### config.mk
export PLATFORM = sky130hd
export DESIGN_NAME = blph_csr
export DESIGN_NICKNAME = d
export VERILOG_FILES = /design/src/bar_level_ballistics_peak_hold_top_macros.svh /design/src/blph_pkg.sv /design/src/blph_csr.sv
export SDC_FILE = /design/constraint.sdc
export NUM_CORES = 1
export LEC_CHECK = 0
export BUFFER_PORTS_ARGS = -buffer_cell sky130_fd_sc_hd__buf_2
export CAP_MARGIN = 20
export CELL_PAD_IN_SITES_DETAIL_PLACEMENT = 0
export CELL_PAD_IN_SITES_GLOBAL_PLACEMENT = 1
export CORE_MARGIN = 10
export CORE_UTILIZATION = 32
export CTS_BUF_LIST = sky130_fd_sc_hd__clkbuf_8
export DETAILED_ROUTE_END_ITERATION = 8
export PLACE_DENSITY_LB_ADDON = 0.15
export SKIP_CTS_REPAIR_TIMING = 1
export SYNTH_ARGS = -nofsm -noshare
export SYNTH_HDL_FRONTEND = slang
export SYNTH_SLANG_ARGS = --single-unit
### constraint.sdc
create_clock -name clock -period 1.3 [get_ports clock]
set_input_delay 0.26 -clock clock [delete_from_list [all_inputs] [get_ports clock]]
set_output_delay 0.26 -clock clock [all_outputs]
set_load 0.02 [all_outputs]
### src/bar_level_ballistics_peak_hold_top_macros.svh
// Assertion macros shared by the bar level meter RTL.
`ifndef BAR_LEVEL_BALLISTICS_PEAK_HOLD_TOP_MACROS_SVH
`define BAR_LEVEL_BALLISTICS_PEAK_HOLD_TOP_MACROS_SVH

// Check that a condition holds at every clock edge outside reset.
`define BLPH_ASSERT_HOLDS(label, clk, rst, cond, msg) \
   label: assert property (@(posedge clk) disable iff (rst) (cond)) else $error(msg);

// Check that a consequent holds in the cycle of its antecedent.
`define BLPH_ASSERT_IMPLIES(label, clk, rst, ante, cons, msg) \
   label: assert property (@(posedge clk) disable iff (rst) (ante) |-> (cons)) else $error(msg);

`endif

### src/blph_pkg.sv
// Types and constants shared by the bar level meter modules.
package blph_pkg;

   localparam int BLPH_MAX_COLUMNS = 256;

   localparam int CSR_INDEX_W = 4;
   localparam int CSR_DATA_W  = 16;

   // register indexes of the configuration port
   localparam logic [CSR_INDEX_W-1:0] CSR_IDX_ROW_COUNT    = 4'd0;
   localparam logic [CSR_INDEX_W-1:0] CSR_IDX_COLUMN_COUNT = 4'd1;

   localparam logic [7:0]  ROW_COUNT_RESET    = 8'd24;
   localparam logic [8:0]  COLUMN_COUNT_RESET = 9'd0;
   localparam logic [14:0] STEP_LIMIT         = 15'd16384;
   localparam logic [15:0] HOLD_TIME          = 16'd22938;

   typedef struct packed {
      logic [7:0]  column_index;
      logic [15:0] sample_level;
      logic        live;
      logic [14:0] frame_step;
      logic [15:0] rise_gain;
      logic [15:0] fall_gain;
   } blph_req_type;

   typedef struct packed {
      logic [7:0] bar_height;
      logic [7:0] peak_row;
      logic       peak_shown;
   } blph_rsp_type;

   // per-column state: height Q8.8, peak Q8.8, hold timer Q0.16
   typedef struct packed {
      logic [15:0] height;
      logic [15:0] peak;
      logic [15:0] hold;
   } blph_state_type;

   typedef struct packed {
      logic [7:0] row_count;
      logic [8:0] column_count;
      logic       clear;
   } blph_geom_type;

   typedef struct packed {
      logic       en;
      logic [7:0] col;
   } blph_rd_type;

   typedef struct packed {
      logic           en;
      logic [7:0]     col;
      blph_state_type data;
   } blph_wr_type;

endpackage

### src/blph_csr.sv
// Configuration registers for row and column count.
module blph_csr (
   input  logic                            clock,
   input  logic                            reset,
   input  logic                            csr_valid,
   output logic                            csr_ready,
   input  logic [blph_pkg::CSR_INDEX_W-1:0] csr_index,
   input  logic [blph_pkg::CSR_DATA_W-1:0]  csr_data,
   output blph_pkg::blph_geom_type         geom
);
   import blph_pkg::*;

   logic [7:0] row_count_ff, row_count_in;
   logic [8:0] column_count_ff, column_count_in;
   logic       write_hit;

   assign csr_ready = 1'b1;

   // decode the written word
   always_comb begin
      row_count_in    = row_count_ff;
      column_count_in = column_count_ff;
      write_hit       = 1'b0;
      if (csr_valid && csr_ready) begin
         case (csr_index)
            CSR_IDX_ROW_COUNT: begin
               row_count_in = csr_data[7:0];
               write_hit    = 1'b1;
            end
            CSR_IDX_COLUMN_COUNT: begin
               column_count_in = csr_data[8:0];
               write_hit       = 1'b1;
            end
            default: begin
               write_hit = 1'b0;
            end
         endcase
      end
   end

   // hold the geometry
   always_ff @(posedge clock) begin
      if (reset) begin
         row_count_ff    <= ROW_COUNT_RESET;
         column_count_ff <= COLUMN_COUNT_RESET;
      end else begin
         row_count_ff    <= row_count_in;
         column_count_ff <= column_count_in;
      end
   end

   assign geom.row_count    = row_count_ff;
   assign geom.column_count = column_count_ff;
   assign geom.clear        = write_hit;

endmodule

# After elaboration in Yosys (flattened, before gate mapping)
# Cells that the tools add are included.
# W data, S select, Z words.
classes:
  n_eq_ne: 1
  n_mux: 2
  n_reduce_logical: 4
op_table:
  columns: ["operator", "n"]
  rows:
  - ["$eq A4 B1 Y1 const B", 1]
  - ["$logic_not A4 Y1", 1]
  - ["$reduce_and A2 Y1", 2]
  - ["$mux W1", 2]
  - ["$reduce_or A2 Y1", 1]
word_totals:
  out_inout_bits: 19
  in_bits: 23
  reg_bits: 17
  wordCells: 9

# Longest topological paths before layout
depth:
  ltp_word: 4
  depth_mapped: 4
  mapped_depth_nobuf: 3

# Least setup slack after synthesis
# No wires, ideal clock.
synth_timing:
  kind: "input-to-reg"
  startpoint: "input port csr_index[1] (netlist name)"
  endpoint: "register column_count_ff[0]"
  setup_slack_ns: 0.134
  arrival_time_ns: 1.095
  required_time_ns: 1.228
  stages: 4
  n_path_buf: 1
  path_cell_list: "nor4b_4 > and2_1 > buf_6 > mux2i_1"
synth_via:
  elab_chain_len: 2
synth_lines:
  columns: ["element", "line", "source"]
  rows:
  - ["start, declared", "blph_csr.sv:7", "input logic [blph_pkg::CSR_INDEX_W-1:0] csr_index,"]
  - ["$eq A4 B1 Y1", "blph_csr.sv:25", "case (csr_index)"]
  - ["$reduce_and A2 Y1 (no source line)", null, null]
  - ["end signal, assigned", "blph_csr.sv:48", "column_count_ff <= column_count_in;"]
  - ["end, declared", "blph_csr.sv:14", "logic [8:0] column_count_ff, column_count_in;"]
# No other way between the ends.
# A chain may end at the register's enable or synchronous reset.

==> metrics.txt <==
Worst Clk Skew=0 ps; dominant cells by area after synthesis=dfxtp_1, mux2i_1, nand2b_1; Initial Utilization=0.3395; DIE AREA=approximately 4700 µm²; Layout area overhead=31.85%; Peak VDD IR=0.5761 mV; endpoints failing hold=0; Critical Path AT=~960 ps; cell row count=17; # setup viols final=0; library cells used by synthesis=14; # placed instances=around 130; IO buf count=33; CTS Root Cell=clkbuf_8; share of cells above drive strength 1=0.3945; post-layout minimum cycle time=~1200 ps; Hold Crit Class=in -> reg; post-DR vias/cell=4.314; initial antenna violation count=0; wire per inst=about 13 µm; gr usage total=0.08369; DRT iter0 DRCs=19; Max-cap violations=0; Synth Cell Area=758.2 µm²; status=complete, no violations; Synthesis Warnings=0; Power Density=1019 nW/µm²; fillers=around 230; hold depth=3; most area-hungry cell type in the Yosys netlist=dfxtp_1; clock tree buffer depth=2; Hold Path End=row_count_ff[6]; Leakage=0.4771 nW; CTS Buf Count=3; Reg clk slew, reported paths=around 70 ps; antenna-violating nets left=0; Seq/Total Area, Yosys=0.4488; largest net degree at the start of global routing=29; final std cells w/o fill=137; critical path class=in -> out; Routed WL=around 1800 µm; RSZ-0062 raised after global routing=false; Worst Setup Start Kind=primary input; Worst Path Required=between 1000 and 1500 ps; synthesized instance count=between 70 and 80; via count=591; clk_lat worst skew=around 250 ps; hold slack final=around 290 ps; Die Wd=just under 70 µm; Die Span Y=68.68 µm; HPWL after DPL=between 1000 and 1500 µm; 1st-pass router iterations=4; largest fanout on the critical path=3; f_max=820.9 MHz; post-synthesis register bit count=17; final-report max-slew violation count=0; Critical R2R Capture=row_count_ff[7]; CTS tree=built; routability-driven placement congestion ratio=between 0.6 and 0.7; CTS Sinks=17; # DRC=0; R2R cell count=2; number of global-route vias before repair=roughly 630; CP Capture Type=output port; Core ar.=approximately 2200 µm²; first-pass GRT wire length=around 3000 µm; Final nets=between 100 and 150; post-synth top area share=0.4488; FF-to-FF Start=row_count_ff[7]; post-synthesis net count=97; period utilization=0.9370; R2R setup slack=about 700 ps; # diodes=0; Util after Layout=0.4476; H-tree depth=1; gr ovfl total=0; synthesized area per cell=about 10 µm²; hold path start=csr_data[6]; I/O pin count=42
## worst max-delay path by stage
stage          slack [ps]            endpoint  depth (start not counted)         start
6_report               80             geom[0]                          4  csr_index[2]
5_1_grt                40             geom[0]                          4  csr_index[2]
4_1_cts                20             geom[0]                          4  csr_index[1]
3_5_place_dp          -60     row_count_ff[0]                          5  csr_index[1]
3_3_place_gp          -40     row_count_ff[0]                          5  csr_index[1]
2_1_floorplan         130  column_count_ff[0]                          4  csr_index[1]
## final cells by class
cell class | instances | area (µm²) | share of cell area
clock inverter | 1 | 5.005 | 0.005006
clock buffer | 3 | 41.29 | 0.04130
timing repair buffer | 38 | 202.7 | 0.2028
sequential | 17 | 340.3 | 0.3404
tap | 28 | 35.03 | 0.03504
multi-input combinational | 50 | 375.4 | 0.3755
## stage by stage
step / instance area, µm² / worst slack (ps) / power, mW / setup TNS (ps)
6_report: 999.7 / 81.88 / 1.019 / 0
5_1_grt: 999.7 / 40.17 / 1.079 / 0
4_1_cts: 992.2 / 21.01 / 1.030 / 0
3_5_place_dp: 945.9 / -58.32 / 0.6396 / -164.8
3_3_place_gp: 945.9 / -36.31 / 0.6380 / -97.94
2_1_floorplan: 758.2 / 133.8 / 0.6005 / 0
## synthesized netlist by cell type (all sizes together)
cell / number
nand2b: 22
nor4b: 1
buf: 4
dfxtp: 17
and2: 1
nor2: 4
nand4b: 3
clkbuf: 3
and2b: 1
conb: 1
o21ai: 3
mux2i: 14
## sequential cells by signal (all words and copies together), names as in the netlist
register         flops
column_count_ff      9
row_count_ff         8
## kinds of logic after synthesis
family                 count (synthesis)  synth area share
other                                  1          0.004946
and+or+nand+nor                       32            0.2855
buffers and inverters                  7           0.05609
muxes                                 14            0.1848
DFF                                   17            0.4488
AOI/OAI and AO/OA                      3           0.01980
## layout by cell type, fill, tap and decap left out, drive strengths merged
| cell | instances |
|---|---|
| nor4b | 1 |
| and2b | 1 |
| nor2 | 4 |
| conb | 1 |
| clkbuf | 3 |
| and2 | 1 |
| mux2i | 14 |
| clkinv | 1 |
| nand4b | 3 |
| dfxtp | 17 |
| nand2b | 22 |
| o21ai | 3 |
| buf | 38 |
## worst max-delay path, cell delays in order
cell and delay, ps:
buf_2 110, nor4b_4 280, buf_4 150, buf_2 150
## power by group
| group | internal [mW] | leakage, nW | switching (mW) |
|---|---|---|---|
| clock network | 0.212 | 0.0255 | 0.179 |
| logic | 0.0483 | 0.314 | 0.0491 |
| registers | 0.527 | 0.137 | 0.00297 |
## per-layer routing
| metal | vias to the layer above | GRT usage | routed length (µm) |
|---|---|---|---|
| met1 | 260 | 0.09225 | 723 |
| li1 | 309 | - | - |
| met5 | - | 0 | 0 |
| met4 | 0 | 0.04523 | 35 |
| met2 | 18 | 0.1302 | 817 |
| met3 | 4 | 0.04026 | 206 |
Power figures use the tool's default switching activity.
