==> config.mk <==
export PLATFORM = sky130hd
export DESIGN_NAME = blph_pipe
export DESIGN_NICKNAME = d
export VERILOG_FILES = /design/src/blph_pkg.sv /design/src/blph_pipe.sv
export VERILOG_INCLUDE_DIRS = /design/src /design/src/src
export SDC_FILE = /design/constraint.sdc
export NUM_CORES = 2
export LEC_CHECK = 0
export ABC_AREA = 1
export BUFFER_PORTS_ARGS = -buffer_cell sky130_fd_sc_hd__buf_2
export CORE_ASPECT_RATIO = 0.75
export CORE_UTILIZATION = 60
export CTS_CLUSTER_DIAMETER = 60
export DETAILED_ROUTE_END_ITERATION = 6
export HOLD_SLACK_MARGIN = 0.03
export PLACE_DENSITY = 0.8
export SYNTH_ARGS = -nofsm -noshare
export SYNTH_HDL_FRONTEND = slang
export SYNTH_SLANG_ARGS = --single-unit
==> constraint.sdc <==
create_clock -name clock -period 9.7 [get_ports clock]
set_input_delay 0.97 -clock clock [delete_from_list [all_inputs] [get_ports clock]]
set_output_delay 0.97 -clock clock [all_outputs]
set_load 0.02 [all_outputs]
==> src/bar_level_ballistics_peak_hold_top_macros.svh <==
// Assertion macros shared by the bar level meter RTL.
`ifndef BAR_LEVEL_BALLISTICS_PEAK_HOLD_TOP_MACROS_SVH
`define BAR_LEVEL_BALLISTICS_PEAK_HOLD_TOP_MACROS_SVH

// Check that a condition holds at every clock edge outside reset.
`define BLPH_ASSERT_HOLDS(label, clk, rst, cond, msg) \
   label: assert property (@(posedge clk) disable iff (rst) (cond)) else $error(msg);

// Check that a consequent holds in the cycle of its antecedent.
`define BLPH_ASSERT_IMPLIES(label, clk, rst, ante, cons, msg) \
   label: assert property (@(posedge clk) disable iff (rst) (ante) |-> (cons)) else $error(msg);

`endif

==> src/blph_pkg.sv <==
// Types and constants shared by the bar level meter modules.
package blph_pkg;

   localparam int BLPH_MAX_COLUMNS = 256;

   localparam int CSR_INDEX_W = 4;
   localparam int CSR_DATA_W  = 16;

   // register indexes of the configuration port
   localparam logic [CSR_INDEX_W-1:0] CSR_IDX_ROW_COUNT    = 4'd0;
   localparam logic [CSR_INDEX_W-1:0] CSR_IDX_COLUMN_COUNT = 4'd1;

   localparam logic [7:0]  ROW_COUNT_RESET    = 8'd24;
   localparam logic [8:0]  COLUMN_COUNT_RESET = 9'd0;
   localparam logic [14:0] STEP_LIMIT         = 15'd16384;
   localparam logic [15:0] HOLD_TIME          = 16'd22938;

   typedef struct packed {
      logic [7:0]  column_index;
      logic [15:0] sample_level;
      logic        live;
      logic [14:0] frame_step;
      logic [15:0] rise_gain;
      logic [15:0] fall_gain;
   } blph_req_type;

   typedef struct packed {
      logic [7:0] bar_height;
      logic [7:0] peak_row;
      logic       peak_shown;
   } blph_rsp_type;

   // per-column state: height Q8.8, peak Q8.8, hold timer Q0.16
   typedef struct packed {
      logic [15:0] height;
      logic [15:0] peak;
      logic [15:0] hold;
   } blph_state_type;

   typedef struct packed {
      logic [7:0] row_count;
      logic [8:0] column_count;
      logic       clear;
   } blph_geom_type;

   typedef struct packed {
      logic       en;
      logic [7:0] col;
   } blph_rd_type;

   typedef struct packed {
      logic           en;
      logic [7:0]     col;
      blph_state_type data;
   } blph_wr_type;

endpackage

==> src/blph_pipe.sv <==
// Ballistics and peak hold pipeline with column hazard interlock.
`include "bar_level_ballistics_peak_hold_top_macros.svh"

module blph_pipe #(
   parameter int MAX_COLUMNS = blph_pkg::BLPH_MAX_COLUMNS
) (
   input  logic                     clock,
   input  logic                     reset,
   input  logic                     req_valid,
   output logic                     req_stall,
   input  blph_pkg::blph_req_type   req_payload,
   output logic                     rsp_valid,
   input  logic                     rsp_stall,
   output blph_pkg::blph_rsp_type   rsp_payload,
   input  blph_pkg::blph_geom_type  geom,
   output blph_pkg::blph_rd_type    rd,
   input  blph_pkg::blph_state_type rd_state,
   output blph_pkg::blph_wr_type    wr
);
   import blph_pkg::*;

   // stage load enables, back to front
   logic ld1, ld2, ld3, ld4, ld_out;
   logic accept, hazard, req_in_range;

   // stage 1: target and inputs, state arrives from memory
   logic        s1_v_ff, s1_in_range_ff;
   logic [7:0]  s1_col_ff;
   logic [15:0] s1_target_ff, s1_rise_ff, s1_fall_ff;
   logic [14:0] s1_step_ff;
   logic [15:0] target_in;
   logic [14:0] step_in;
   logic [15:0] level_in;
   logic [23:0] scaled;

   // stage 2: product
   logic        s2_v_ff, s2_in_range_ff, s2_dir_ff;
   logic [7:0]  s2_col_ff;
   logic [31:0] s2_prod_ff;
   logic [15:0] s2_h_ff, s2_p_ff, s2_hold_ff;
   logic [14:0] s2_step_ff;
   logic [8:0]  s2_drop_ff;
   logic        dir_in;
   logic [15:0] diff_in, gain_in;
   logic [16:0] drop_sum;

   // stage 3: new height, timer run down
   logic        s3_v_ff, s3_in_range_ff;
   logic [7:0]  s3_col_ff;
   logic [15:0] s3_h_ff, s3_p_ff, s3_hold_ff;
   logic [8:0]  s3_drop_ff;
   logic [32:0] rnd_sum;
   logic [15:0] rnd;
   logic [16:0] h_sum, limit;
   logic [15:0] h_clamp, hold_dec;

   // stage 4: final state
   logic        s4_v_ff, s4_in_range_ff;
   logic [15:0] s4_h_ff, s4_p_ff;
   logic [15:0] p_new, hold_new, p_fall;

   // output register
   logic         out_v_ff;
   blph_rsp_type out_ff, out_in;
   logic [16:0]  bh_sum, pr_sum;
   logic [8:0]   bh9, pr9;
   logic [7:0]   row_m1;

   // advance a stage when it is empty or the next one takes its word
   assign ld_out = !out_v_ff || !rsp_stall;
   assign ld4    = !s4_v_ff || ld_out;
   assign ld3    = !s3_v_ff || ld4;
   assign ld2    = !s2_v_ff || ld3;
   assign ld1    = !s1_v_ff || ld2;

   // hold a word whose column still has a write pending
   assign hazard = (s1_v_ff && s1_in_range_ff && (s1_col_ff == req_payload.column_index)) ||
                   (s2_v_ff && s2_in_range_ff && (s2_col_ff == req_payload.column_index)) ||
                   (s3_v_ff && s3_in_range_ff && (s3_col_ff == req_payload.column_index));
   assign req_stall = !ld1 || hazard;
   assign accept    = req_valid && !req_stall;

   assign rd.en  = accept;
   assign rd.col = req_payload.column_index;

   // qualify the column and compute the target height
   assign req_in_range = (32'(req_payload.column_index) < 32'(geom.column_count)) &&
                         (32'(req_payload.column_index) < 32'(MAX_COLUMNS));
   assign level_in  = req_payload.live ? req_payload.sample_level : 16'd0;
   assign scaled    = 24'(geom.row_count) * 24'(level_in) + 24'd128;
   assign target_in = scaled[23:8];
   assign step_in   = (req_payload.frame_step > STEP_LIMIT) ? STEP_LIMIT
                                                            : req_payload.frame_step;

   always_ff @(posedge clock) begin
      if (reset) begin
         s1_v_ff <= 1'b0;
      end else if (ld1) begin
         s1_v_ff <= accept;
      end
   end

   always_ff @(posedge clock) begin
      if (ld1) begin
         s1_in_range_ff <= req_in_range;
         s1_col_ff      <= req_payload.column_index;
         s1_target_ff   <= target_in;
         s1_step_ff     <= step_in;
         s1_rise_ff     <= req_payload.rise_gain;
         s1_fall_ff     <= req_payload.fall_gain;
      end
   end

   // pick direction and gain, multiply the distance
   assign dir_in   = s1_target_ff > rd_state.height;
   assign diff_in  = dir_in ? (s1_target_ff - rd_state.height) : (rd_state.height - s1_target_ff);
   assign gain_in  = dir_in ? s1_rise_ff : s1_fall_ff;
   assign drop_sum = (17'(s1_step_ff) << 2) + (17'(s1_step_ff) << 1) + 17'd128;

   always_ff @(posedge clock) begin
      if (reset) begin
         s2_v_ff <= 1'b0;
      end else if (ld2) begin
         s2_v_ff <= s1_v_ff;
      end
   end

   always_ff @(posedge clock) begin
      if (ld2) begin
         s2_in_range_ff <= s1_in_range_ff;
         s2_col_ff      <= s1_col_ff;
         s2_dir_ff      <= dir_in;
         s2_prod_ff     <= 32'(diff_in) * 32'(gain_in);
         s2_h_ff        <= rd_state.height;
         s2_p_ff        <= rd_state.peak;
         s2_hold_ff     <= rd_state.hold;
         s2_step_ff     <= s1_step_ff;
         s2_drop_ff     <= drop_sum[16:8];
      end
   end

   // round the move, apply it and clamp to the display height
   assign rnd_sum  = 33'(s2_prod_ff) + 33'd32768;
   assign rnd      = rnd_sum[31:16];
   assign h_sum    = s2_dir_ff ? (17'(s2_h_ff) + 17'(rnd)) : (17'(s2_h_ff) - 17'(rnd));
   assign limit    = (geom.row_count == 8'd0) ? 17'd256 : {1'b0, geom.row_count, 8'd0};
   assign h_clamp  = (h_sum > limit) ? limit[15:0] : h_sum[15:0];
   assign hold_dec = (s2_hold_ff > 16'(s2_step_ff)) ? (s2_hold_ff - 16'(s2_step_ff)) : 16'd0;

   always_ff @(posedge clock) begin
      if (reset) begin
         s3_v_ff <= 1'b0;
      end else if (ld3) begin
         s3_v_ff <= s2_v_ff;
      end
   end

   always_ff @(posedge clock) begin
      if (ld3) begin
         s3_in_range_ff <= s2_in_range_ff;
         s3_col_ff      <= s2_col_ff;
         s3_h_ff        <= h_clamp;
         s3_p_ff        <= s2_p_ff;
         s3_hold_ff     <= hold_dec;
         s3_drop_ff     <= s2_drop_ff;
      end
   end

   // snap, hold or drop the peak
   assign p_fall = (s3_p_ff > 16'(s3_drop_ff)) ? (s3_p_ff - 16'(s3_drop_ff)) : 16'd0;

   always_comb begin
      if (s3_h_ff >= s3_p_ff) begin
         p_new    = s3_h_ff;
         hold_new = HOLD_TIME;
      end else begin
         hold_new = s3_hold_ff;
         if (s3_hold_ff == 16'd0) begin
            p_new = (p_fall > s3_h_ff) ? p_fall : s3_h_ff;
         end else begin
            p_new = s3_p_ff;
         end
      end
   end

   // write back as the word leaves stage 3
   assign wr.en          = ld4 && s3_v_ff && s3_in_range_ff;
   assign wr.col         = s3_col_ff;
   assign wr.data.height = s3_h_ff;
   assign wr.data.peak   = p_new;
   assign wr.data.hold   = hold_new;

   always_ff @(posedge clock) begin
      if (reset) begin
         s4_v_ff <= 1'b0;
      end else if (ld4) begin
         s4_v_ff <= s3_v_ff;
      end
   end

   always_ff @(posedge clock) begin
      if (ld4) begin
         s4_in_range_ff <= s3_in_range_ff;
         s4_h_ff        <= s3_h_ff;
         s4_p_ff        <= p_new;
      end
   end

   // round and clamp the displayed rows
   assign bh_sum = 17'(s4_h_ff) + 17'd128;
   assign pr_sum = 17'(s4_p_ff) + 17'd128;
   assign bh9    = bh_sum[16:8];
   assign pr9    = pr_sum[16:8];
   assign row_m1 = geom.row_count - 8'd1;

   always_comb begin
      out_in = '0;
      if (s4_in_range_ff && (geom.row_count != 8'd0)) begin
         out_in.bar_height = (bh9 > 9'(geom.row_count)) ? geom.row_count : bh9[7:0];
         out_in.peak_row   = (pr9 > 9'(row_m1)) ? row_m1 : pr9[7:0];
         out_in.peak_shown = out_in.peak_row > out_in.bar_height;
      end
   end

   always_ff @(posedge clock) begin
      if (reset) begin
         out_v_ff <= 1'b0;
      end else if (ld_out) begin
         out_v_ff <= s4_v_ff;
      end
   end

   always_ff @(posedge clock) begin
      if (ld_out) begin
         out_ff <= out_in;
      end
   end

   assign rsp_valid   = out_v_ff;
   assign rsp_payload = out_ff;

   `BLPH_ASSERT_IMPLIES(a_no_read_on_write, clock, reset, accept && wr.en, rd.col != wr.col, "read of a column in the cycle of its write")
   `BLPH_ASSERT_IMPLIES(a_height_in_limit, clock, reset, s4_v_ff && s4_in_range_ff, 17'(s4_h_ff) <= limit, "stored height above the row limit")
   `BLPH_ASSERT_IMPLIES(a_peak_over_height, clock, reset, s4_v_ff && s4_in_range_ff, s4_p_ff >= s4_h_ff, "stored peak below the height")

endmodule

# Word-level counts from Yosys, hierarchy flattened
# Cells that the tools add are included.
# classes
addsub	13
n_mul	2
magnitude_cmp	11
n_eq_ne	3
n_mux	13
reduce_logical	29
# ops
operator	count
2-to-1 mux 16 bit	10
adder 16 x 8 -> 17 bit (second input constant)	2
adder 32 x 16 -> 32 bit (second input constant)	1
> comparator 16 bit	2
multiplier 16 x 16 -> 32 bit	1
subtractor 16 bit	2
adder 24 x 8 -> 24 bit (second input constant)	1
== test 8 bit	3
multiplier 8 x 16 -> 24 bit	1
> comparator 9 x 8 -> 1 bit	2
adder 16 x 16 -> 17 bit	1
adder 17 x 16 -> 17 bit	1
adder 17 x 8 -> 17 bit (second input constant)	1
> comparator 17 x 16 -> 1 bit	1
2-to-1 mux 17 bit	1
subtractor 16 x 16 -> 17 bit	1
greater-or-equal comparator 16 bit	1
> comparator 16 x 15 -> 1 bit	1
> comparator 16 x 9 -> 1 bit	1
logical NOT 16 bit	1
2-to-1 mux 8 bit	2
subtractor 16 x 15 -> 16 bit	1
subtractor 16 x 9 -> 16 bit	1
> comparator 15 bit (second input constant)	1
8 further kinds	31
# totals
reg_bits	307
out_inout_bits	85
word_cells	103

# Depth between registers and ports, before layout
# depth
depth_word	10
ltp_mapped	41
depth_no_buf	39

# Least setup slack after synthesis
# OpenSTA, ideal clock, no wires.
# synth_path
path_type	in2reg
from	input port rd_state[32] in the netlist's numbering
to	register s2_prod_ff[31], data pin
t_arrival_ps	7568
t_required_ps	9448
setup_slack_ps	1879
cell_stages	35
n_path_buf	4
cell_sequence	ha_1 > inv_1 > fa_1 > nand3_1 > nand3_1 > nand2_1 > nand2_1 > nand2_1 > nand2_2 > nand2_2 > buf_6 > buf_4 > buf_2 > nand2_1 > o21ai_1 > buf_2 > nand2_1 > fa_1 > fa_1 > inv_1 > fa_1 > fa_1 > fa_1 > inv_1 > fa_1 > inv_1 > ha_1 > a21oi_1 > o21ai_0 > a21boi_0 > nor2_1 > a211oi_1 > nand2_1 > nand2_1 > nand2_1
# synth_via
elab_chain_cells	3
word_cells_on_any_way	6
cone_classes	add/sub (2); mul (1); order compare (1); mux (2)
# synth_rtl
element	line_no	rtl
start, declared	blph_pipe.sv:17	input blph_pkg::blph_state_type rd_state,
subtractor 16 bit / > comparator 16 bit (equally long branches)	blph_pipe.sv:116, blph_pipe.sv:115	
2-to-1 mux 16 bit, on equally long branches	blph_pipe.sv:116, blph_pipe.sv:117	
multiplier 16 x 16 -> 32 bit (*)	blph_pipe.sv:133	s2_prod_ff <= 32'(diff_in) * 32'(gain_in);
end signal, assigned	blph_pipe.sv:133	
end, declared	blph_pipe.sv:39	logic [31:0] s2_prod_ff;
# Every way passes the cells marked *; elsewhere a longest branch is shown, timed or not.
# A chain may end at the register's enable or synchronous reset.

# Worst setup path in the final report
# layout_path
from	input port rd_state[41] in the netlist's numbering
to	register s2_prod_ff[31], data pin
# The elaborated chain is that of the path after synthesis.

==> impl_metrics.csv <==
group,metric,value,unit
outcome,status,"completed",
clocking,cts.htree.levels,2,
route,vias_per_cell,5.536,
logic_synthesis,synth_area_leaders,"edfxtp_1 28%, fa_1 19%, ha_1 14%, inv_1 9.0%, nand2_1 8.0%",
sta,finalSetupViolCount,0,
global_routing,grtUsageTotal,0.2979,
setup_path,worst-r2r-setup-slack,0.97,ns
global_routing,grt_max_degree,68,
sta,fin_tns_setup,0,ns
route,drt-pass1-iter-count,7,
clocking,cts_root_buffer,"clkbuf_16",
logic_synthesis,synth_flop_cell,"edfxtp_1",
clocking,cts_tree,"done",
global_routing,grt_pass1_wl,118300,microns
logic_synthesis,ys_types,62,
layout,nFillCells,3959,
clocking,cts.sink_count,278,
logic_synthesis,ys_seq_area_frac,0.2803,
placed_design,place_congestion,1.019,
route,wl_per_cell,16.80,microns
sta,worst_pin_slew,1.127,ns
global_routing,antenna_found_initial,2,
global_routing,grt.overflow.total,0,
setup_path,crit_slowest_cell,"fa_1",
placed_design,dp_hpwl,59590,microns
setup_path,cp_slowest_stage_delay,0.57,ns
route,routed_wl,72720,microns
sta,grt_setup_unrepaired,"no",
flow_run,maxCapViolations,0,
layout,antennaDiodeCount,0,
logic_synthesis,synth_nets,4179,
floorplanning,rows,70,
route,drt_iter0_markers,2047,
setup_path,crit_fanout,19,
clocking,clk_path_buf_depth,3,
layout,final_cells,4328,
hold_path,hold_path.class,"flop to flop",
logic_synthesis,netlist_instances,3429,
setup_path,r2r_cells,36,
sta,max_freq,0.1142,GHz
layout,final_nets,4406,
route,ant_nets,0,
route,drcViolationCount,0,
sta,fin_crit_sh,0.9027,
layout,area_growth,10.11,%
logic_synthesis,yosysMostFrequentCell,"inv_1",
placed_design,place_inst,4268,
sta,slew_violations,0,
setup_path,critPathKind,"input port to flop",
global_routing,grt_pass1_vias,23480,
logic_synthesis,yosysWarnings,0,
placed_design,port_buffers,225,
sta,fin_crit,8.756,ns
floorplanning,dieArea,50240,sq um
setup_path,timing.rr.start,"s1_target_ff[0]",
floorplanning,core,48700,sq um
clocking,cts_setup_buffers,0,
hold_path,holdPathStages,0,
route,via_count,23960,
sta,hold_viol,0,
logic_synthesis,yosys_register_bits,278,
clocking,cts_resized,0,
logic_synthesis,synth_enable_flop_cells,273,
setup_path,endpoint_kind,"flop",
layout,multi_input_area,18270,sq um
hold_path,hold_start,"s2_p_ff[3]",
hold_path,min_delay_worst_endpoint,"s3_p_ff[3]",
logic_synthesis,netlist_area,29600,sq um
sta,clock_skew,0.02147,ns
logic_synthesis,synth_area_leader_cell,"edfxtp_1",
logic_synthesis,netlist.area_leader.share,0.2769,
clocking,clkTransAtPathRegs,0.06,ns
clocking,ctsHoldBuffers,0,
clocking,cts_buffers,34,
layout,seqCellArea,8298,sq um
layout,drive_gt1_frac,0.09918,
setup_path,cpMostUsedCell,"nand2_1",
logic_synthesis,syn_avg_cell_area,8.633,sq um
logic_synthesis,netlist_top_cells_count,"707 x inv_1, 634 x nand2_1, 376 x nor2_1",
sta,slew_headroom,0.2467,
setup_path,crit_path_start_kind,"input port",
floorplanning,die_h,194.4,microns
floorplanning,die_x,258.5,microns
floorplanning,pin_count,227,
floorplanning,initial_core_util,0.6079,
setup_path,required,10.02,ns
logic_synthesis,synthArstFlopShare,0,
setup_path,worstPathArrival,9.08,ns
setup_path,r2r_end,"s2_prod_ff[27]",
clocking,insertion_delay,0.56,ns
-- critical path, delay by kind of cell --
family / cells / cell delay [ns]
buffers and inverters: 8 / 1.25
AOI/OAI and AO/OA: 4 / 1.07
and+or+nand+nor: 13 / 1.92
adders and majority gates: 8 / 3.86
-- flip-flops by register name, summed over array words and instances, names as in the netlist, 8 cells and up --
register / count
rsp_payload: 17
s1_col_ff: 8
s1_fall_ff: 16
s1_rise_ff: 16
s1_step_ff: 15
s1_target_ff: 16
s2_col_ff: 8
s2_drop_ff: 9
s2_h_ff: 16
s2_hold_ff: 16
s2_p_ff: 16
s2_prod_ff: 17
s2_step_ff: 15
s3_col_ff: 8
s3_drop_ff: 9
s3_h_ff: 16
s3_hold_ff: 16
s3_p_ff: 16
s4_h_ff: 9
s4_p_ff: 9
-- cell usage in the layout, fill, tap and decap left out, types with 33 or more instances in the layout --
cell | synthesis | layout
a21oi_1 | 184 | 184
buf_2 | 18 | 225
buf_4 | 12 | 33
clkbuf_16 | 0 | 34
edfxtp_1 | 273 | 273
fa_1 | 281 | 281
ha_1 | 327 | 327
inv_1 | 707 | 705
nand2_1 | 634 | 633
nand3_1 | 92 | 92
nor2_1 | 376 | 376
o21ai_0 | 98 | 98
xor2_1 | 99 | 99
-- cell families after synthesis --
group	share of synthesized area
adder cells (fa/ha/maj)	0.3283
AND/OR/NAND/NOR	0.1658
multiplexers	0.0003382
buffers and inverters	0.1029
flip-flops	0.2803
AO/OA/AOI/OAI	0.08120
XOR/XNOR	0.04117
-- how the worst max path moves through the flow --
| stage | to | from | depth (start not counted) | slack, ns |
|---|---|---|---|---|
| after global routing | s2_prod_ff[31] | rd_state[41] | 32 | 0.28 |
| after global placement | s2_prod_ff[31] | rd_state[41] | 32 | 0.60 |
| after CTS | s2_prod_ff[31] | s1_target_ff[0] | 34 | 1.08 |
| final | s2_prod_ff[31] | rd_state[41] | 33 | 0.94 |
| after detailed placement | s2_prod_ff[31] | rd_state[41] | 32 | 0.52 |
| after floorplan | s2_prod_ff[31] | rd_state[32] | 35 | 1.88 |
-- cell type report --
cell class | count | area share
Clock buffer | 38 | 0.02718
Timing Repair Buffer | 258 | 0.04215
Tap cell | 648 | 0.02488
Sequential cell | 278 | 0.2546
Inverter | 722 | 0.08323
Clock inverter | 22 | 0.007563
Multi-Input combinational cell | 2362 | 0.5604
-- layer usage --
metal	vias up	GRT usage	wire, microns
li1	11370	-	-
met1	11520	0.4304	32400
met2	966	0.4366	30800
met3	102	0.09129	8024
met4	4	0.07407	1460
met5	-	0	30
-- per-stage QoR --
stage	utilization	hold slack, ns	worst slack, ns	cell area [sq um]
finish	0.6693	0.4178	0.9442	32590
global route	0.6693	0.4241	0.2816	32590
global placement	0.6460	0.4007	0.5996	31460
floorplan	-	0.4003	1.879	29600
CTS	0.6693	0.4170	1.084	32590
detailed placement	0.6460	0.4045	0.5220	31460
Power is not shown: default switching activity piles up to over one toggle a cycle in this logic, so the estimate is an artifact.
